## config.mk

```make
export PLATFORM = sky130hd
export DESIGN_NAME = agu_sqrt
export DESIGN_NICKNAME = d
export VERILOG_FILES = /design/src/sv/agu_pkg.sv /design/src/sv/agu_sqrt.sv
export SDC_FILE = /design/constraint.sdc
export NUM_CORES = 2
export LEC_CHECK = 0
export BUFFER_PORTS_ARGS = -buffer_cell sky130_fd_sc_hd__buf_4
export CAP_MARGIN = 20
export CORE_MARGIN = 2
export CORE_UTILIZATION = 57
export CTS_CLUSTER_SIZE = 16
export DETAILED_ROUTE_END_ITERATION = 8
export PLACE_DENSITY = 0.87
export SLEW_MARGIN = 0
export SYNTH_ARGS = -nofsm -noshare
export SYNTH_HDL_FRONTEND = slang
export SYNTH_SLANG_ARGS = --single-unit
```

## constraint.sdc

```tcl
create_clock -name clk -period 5.45 [get_ports clk]
set_input_delay 0.2725 -clock clk [delete_from_list [all_inputs] [get_ports clk]]
set_output_delay 0.2725 -clock clk [all_outputs]
set_load 0.05 [all_outputs]
```

## src/sv/agu_pkg.sv

```systemverilog
// Types, constants and step functions of the Adagrad update block.
// Used by the top level, the square-root and divider pipelines and the checker.
package agu_pkg;

  localparam int unsigned SQ_STAGES    = 16;
  localparam int unsigned DV_STAGES    = 17;
  localparam int unsigned MAX_INFLIGHT = 38;

  localparam logic        REG_LR    = 1'b0;
  localparam logic        REG_EPS   = 1'b1;
  localparam logic [31:0] LR_RESET  = 32'd655;
  localparam logic [15:0] EPS_RESET = 16'd1;
  localparam logic [33:0] Q_CAP     = 34'h2_0000_0000;

  typedef struct packed {
    logic [11:0] idx;
    logic [31:0] w;
    logic        neg;
    logic [63:0] prod;
  } sq_side_t;

  typedef struct packed {
    logic [34:0] rem;
    logic [31:0] root;
    logic [63:0] x;
  } sq_st_t;

  typedef struct packed {
    logic [11:0] idx;
    logic [31:0] w;
    logic        neg;
    logic        ovf;
    logic        dz;
  } dv_side_t;

  typedef struct packed {
    logic [32:0] rem;
    logic [33:0] q;
    logic [33:0] n;
    logic [32:0] d;
  } dv_st_t;

  // one root bit: bring down two radicand bits, try root*4+1
  function automatic sq_st_t sq_step(sq_st_t s);
    sq_st_t      o;
    logic [34:0] r;
    logic [34:0] t;
    r   = {s.rem[32:0], s.x[63:62]};
    t   = {1'b0, s.root, 2'b01};
    o.x = {s.x[61:0], 2'b00};
    if (r >= t) begin
      o.rem  = r - t;
      o.root = {s.root[30:0], 1'b1};
    end else begin
      o.rem  = r;
      o.root = {s.root[30:0], 1'b0};
    end
    return o;
  endfunction

  // one restoring quotient bit
  function automatic dv_st_t dv_step(dv_st_t s);
    dv_st_t      o;
    logic [33:0] r;
    r   = {s.rem, s.n[33]};
    o   = s;
    o.n = {s.n[32:0], 1'b0};
    if (r >= {1'b0, s.d}) begin
      o.rem = 33'(r - {1'b0, s.d});
      o.q   = {s.q[32:0], 1'b1};
    end else begin
      o.rem = r[32:0];
      o.q   = {s.q[32:0], 1'b0};
    end
    return o;
  endfunction

endpackage

```

## src/sv/agu_sqrt.sv

```systemverilog
// Pipelined integer square root of a 64-bit value, two root bits a stage.
// Depends on agu_pkg for the stage state, sideband type and step function.
module agu_sqrt import agu_pkg::*; (
  input  logic        clk,
  input  logic        rst_n,
  input  logic        en,
  input  logic        in_vld,
  input  logic [63:0] x,
  input  sq_side_t    side_in,
  output logic        out_vld,
  output logic [31:0] root,
  output sq_side_t    side_out
);

  sq_st_t   st_r   [SQ_STAGES];
  sq_side_t sd_r   [SQ_STAGES];
  logic     vld_r  [SQ_STAGES];
  sq_st_t   st_in  [SQ_STAGES];
  sq_side_t sd_in  [SQ_STAGES];
  logic     vld_in [SQ_STAGES];
  sq_st_t   st_nxt [SQ_STAGES];

  for (genvar k = 0; k < SQ_STAGES; k++) begin : g_stage
    if (k == 0) begin : g_first
      assign st_in[k]  = '{rem: '0, root: '0, x: x};
      assign sd_in[k]  = side_in;
      assign vld_in[k] = in_vld;
    end else begin : g_next
      assign st_in[k]  = st_r[k-1];
      assign sd_in[k]  = sd_r[k-1];
      assign vld_in[k] = vld_r[k-1];
    end
    assign st_nxt[k] = sq_step(sq_step(st_in[k]));
  end

  always_ff @(posedge clk) begin
    if (!rst_n) begin
      for (int k = 0; k < SQ_STAGES; k++) vld_r[k] <= 1'b0;
    end else if (en) begin
      for (int k = 0; k < SQ_STAGES; k++) vld_r[k] <= vld_in[k];
    end
  end

  always_ff @(posedge clk) begin
    if (en) begin
      for (int k = 0; k < SQ_STAGES; k++) begin
        st_r[k] <= st_nxt[k];
        sd_r[k] <= sd_in[k];
      end
    end
  end

  assign out_vld  = vld_r[SQ_STAGES-1];
  assign root     = st_r[SQ_STAGES-1].root;
  assign side_out = sd_r[SQ_STAGES-1];

endmodule

```

# After elaboration in Yosys (flattened, before gate mapping)
# Memories as Yosys holds them, arrays and structs flattened.
# Cells that the tools add are included.
# Widths: inputs -> output; s select.
# classes
magnitude_cmp	32
add_sub_neg	32
bitwise_logic	16
mux	53
# op_table
op	n
$ge 35x34->1	31
$mux 67	16
$mux 65	16
$sub 35x34->35	16
$sub 33x33->33	15
$mux 1	21
$or 1x1->1	16
$sub 2x1->3 const B	1
$ge 2x1->1 const B	1
# totals
mem_count	3
mem_bits_rw	3792
regBits	0
output_inout_bits	142
# memory_table
name	words	width	read_ports	rd_ports_with_merged_regs	write_ports	line_no	source
st_r	16	127	16	0	16	agu_sqrt.sv:15	sq_st_t st_r [SQ_STAGES];
sd_r	16	109	16	0	16	agu_sqrt.sv:16	sq_side_t sd_r [SQ_STAGES];
vld_r	16	1	16	0	16	agu_sqrt.sv:17	logic vld_r [SQ_STAGES];

# Logic depth before layout (Yosys ltp)
# An unclocked memory read counts as a cell.
# depth
depth_word	5
mapped_depth	31

# Worst setup path after synthesis
# OpenSTA, ideal clock, no wires.
# synth_path
path_kind	register to register
from	memory st_r[1][484] (netlist bit)
to	memory st_r[1][607] (netlist bit) (data pin)
t_required_ns	5.190
period_less_slack_ns	5.792
setup_slack_ns	-0.342
stages_incl_launch_ff	25
path_buffers	5
setup_ns	0.260
arrival_time_ns	5.532
cell_sequence	edfxtp_1 -> ha_1 -> clkbuf_1 -> nand3_1 -> nor3_1 -> a221oi_1 -> a31oi_1 -> or2_1 -> buf_2 -> buf_1 -> nor2_1 -> a21oi_1 -> ha_1 -> clkbuf_1 -> a31o_2 -> a21o_1 -> a21o_1 -> a31o_2 -> o21ai_0 -> o21ai_0 -> a21o_1 -> or2_2 -> nor3_1 -> buf_2 -> mux2_2
# synth_lines
element	line_no
from (decl)	agu_sqrt.sv:15

==> results.toml <==
[place]
dp_hpwl_mm = 238
placed_cells = 14897
place.gp.congestion = 0.994
portBuffers = 318
dp_slack_ps = -571

[layout]
drive_gt1_frac = 0.287
fin_cells = 15986
fillers = 14463
final_common_cell = "edfxtp_1"
area_delta_synth_final_pct = 28.8
final_cell_mix = "edfxtp_1 (2984), buf_4 (2290), nor2_1 (622)"
fin_util = 0.736
layout.nets = 13343

[drt]
wl_per_cell_um = 24.0
finalWirelength_mm = 384
avgViaCountPerCell = 5.94
first_pass_iters = 7
vias = 95003
drtIter0Drc = 9694
drc = 0
antenna_left = 0

[logic_synthesis]
seq_area_frac_synth = 0.668
synth-seq-cells = 2985
synthXorXnorAreaFrac = 0.0483
synth-compound-area-share = 0.102
avgSynthCellArea_sq_um = 13.6
yosysWarnings = 0
synthSimpleGateAreaFrac = 0.102
synthesis.area_sq_um = 134000
synth_adder_area_share = 0.0519
muxShareOfSynthArea = 0.00836
synthArstFlopShare = 0
synth_edf_count = 2984
synthesis.instances = 9845
synth_cell_type_count = 123
synth_top_family_by_area = "compound AO/OA/AOI/OAI gates"
yosys_most_used_dff = "edfxtp_1"

[global_routing]
grt_pass1_vias = 94095
antenna_found_initial = 11
grt_pass1_wl_mm = 548
grt_use_total = 0.299
grt_max_degree = 188
overflow = 0

[timing]
min_period_ps = 5970
setup_ws_ps = -519
max-slew-margin-rel = 0.306
rsz0062_at_grt = "yes"
finClkSkew_ps = 154
timing.fmax_mhz = 168
finalSetupViolCount = 105
hold_ws_ps = -14.9
hold_viol = 1
worstMarginPinSlew_ps = 1030
post-route-period-util = 1.10
slew_violations = 0

[setup_path]
critPathLaunch = "st_r[0][955]"
rr_worst_depth = 23
start_kind = "flip-flop"
cp.required_ps = 6180
cp_max_fo = 14
r2r_slack_ps = -520
critPathKind = "flip-flop to flip-flop"
endpoint = "st_r[1][99]"
worstReg2RegStart = "st_r[0][955]"
arrival_ps = 6700
cp-end-kind = "flip-flop"
timing.rr.end = "st_r[1][99]"

[flow_run]
drv_cap = 0

[clock_network]
root_buffer = "clkbuf_16"
insertion_delay_ps = 1030
htree_levels = 5
cts_tree = "done"
numClockSinks = 2985
cts_buffers = 315
clkTransAtPathRegs_ps = 80
clk_path_buf_depth = 4

[die]
initial_utilization = 0.572
fp.dieW_um = 489
core_area_sq_um = 235000
die_y_um = 489
ios = 319
dieArea_sq_um = 239000
num_rows = 178

[status]
status = "finished with violations"
violations = "negative hold slack, negative setup slack"

[power]
irDropWorstVdd_v = 0.000410
power.leakage_nw = 67.8
p_per_area_nw_per_um2 = 469

[hold_path]
hold_class = "input pin to flip-flop"
==> metrics by stage <==
step	TNS (ps)	hold WS, ps	instance area, sq um	power, mW
after global routing	-36730	-23.4	173000	84.5
after global placement	-60990	400	154000	55.8
after floorplan	0	371	134000	44.9
final	-20150	-14.9	173000	81.1
after CTS	-1840	0.527	168000	78.5
after detailed placement	-79450	405	154000	56.2
==> layout make-up <==
| type | instances | area (sq um) | area share |
|---|---|---|---|
| Timing Repair inverter | 4 | 45.0 | 0.000261 |
| Timing Repair Buffer | 2656 | 21600 | 0.125 |
| Tap cell | 3150 | 3940 | 0.0228 |
| Inverter | 482 | 1880 | 0.0109 |
| Clock inverter | 165 | 1650 | 0.00954 |
| Clock buffer | 374 | 8170 | 0.0473 |
| Sequential cell | 2985 | 89600 | 0.519 |
| Multi-Input combinational cell | 6165 | 45900 | 0.266 |
| Antenna cell | 5 | 12.5 | 0.0000724 |
==> report_power, final <==
part | internal [mW] | total, mW | switching, mW | leakage, nW
Clock | 12.0 | 21.3 | 9.24 | 4.78
Combinational | 14.1 | 29.8 | 15.7 | 34.0
Sequential | 28.5 | 30.0 | 1.57 | 29.0
Total | 54.6 | 81.1 | 26.5 | 67.8
==> worst min-delay path by stage <==
stage                 startpoint      endpoint  slack [ps]  depth (start not counted)
finish                     x[38]   st_r[0][38]         -10                          2
floorplan             side_in[0]    sd_r[0][0]         370                          0
CTS                        x[35]   st_r[0][35]         0.5                          2
global route               x[38]   st_r[0][38]         -20                          2
global placement    sd_r[0][744]  sd_r[0][853]         400                          0
detailed placement   sd_r[0][19]  sd_r[0][128]         400                          0
==> cells in the mapped netlist (all sizes together) (132+ instances only) <==
cell type | instances | area, sq um
edfxtp | 2984 | 89600
a21oi | 712 | 3580
nor2 | 699 | 2660
nand2 | 608 | 2290
ha | 557 | 6970
inv | 481 | 1810
xnor2 | 447 | 3920
o21ai | 373 | 1870
xor2 | 293 | 2570
a21o | 290 | 2180
nor3 | 221 | 1150
nand3 | 208 | 1070
nand4 | 140 | 910
clkbuf | 132 | 495
==> timing repair <==
| item | CTS | global route |
|---|---|---|
| hold buffers | 259 | 0 |
| resized for setup | 324 | 643 |
| pin swaps | 94 | 315 |
| setup endpoints to repair | 323 | 435 |
| gates cloned | 9 | 7 |
| hold endpoints to repair | 243 | 0 |
| setup buffers | 87 | 189 |
==> worst max-delay path, stage by stage (launching register included) <==
cell and delay, ps:
edfxtp_1 550, inv_2 160, ha_2 350, a21o_1 220
a211o_4 390, o22a_2 310, o311ai_4 130, o21ai_2 150
buf_6 170, buf_4 190, nor2_1 150, a21oi_2 80
ha_2 460, nand4_1 170, buf_4 190, a2111oi_4 560
buf_4 240, o21ai_2 80, a21oi_2 200, o22ai_2 120
and3_4 190, buf_12 160, buf_4 160, o21ai_0 320
==> per-layer routing <==
layer / up-vias / track usage / share of wire
li1: 42928 / - / -
met1: 46139 / 0.363 / 0.37
met2: 4589 / 0.523 / 0.50
met3: 1339 / 0.0509 / 0.071
met4: 8 / 0.134 / 0.057
met5: - / 0 / 0.00034
==> kinds of logic after synthesis <==
kind of cell               after synthesis
AOI/OAI and AO/OA                     2110
xor gates and xnor gates               740
adders and majority gates              557
buffers and inverters                  698
DFF                                   2985
muxes                                  102
other                                    1
and+or+nand+nor                       2652
==> flip-flops by register name, summed over array words and instances (netlist names) <==
register / flops
vld_r: 16
st_r: 1225
sd_r: 1744
Note: power is estimated with default switching activity, not from simulation.
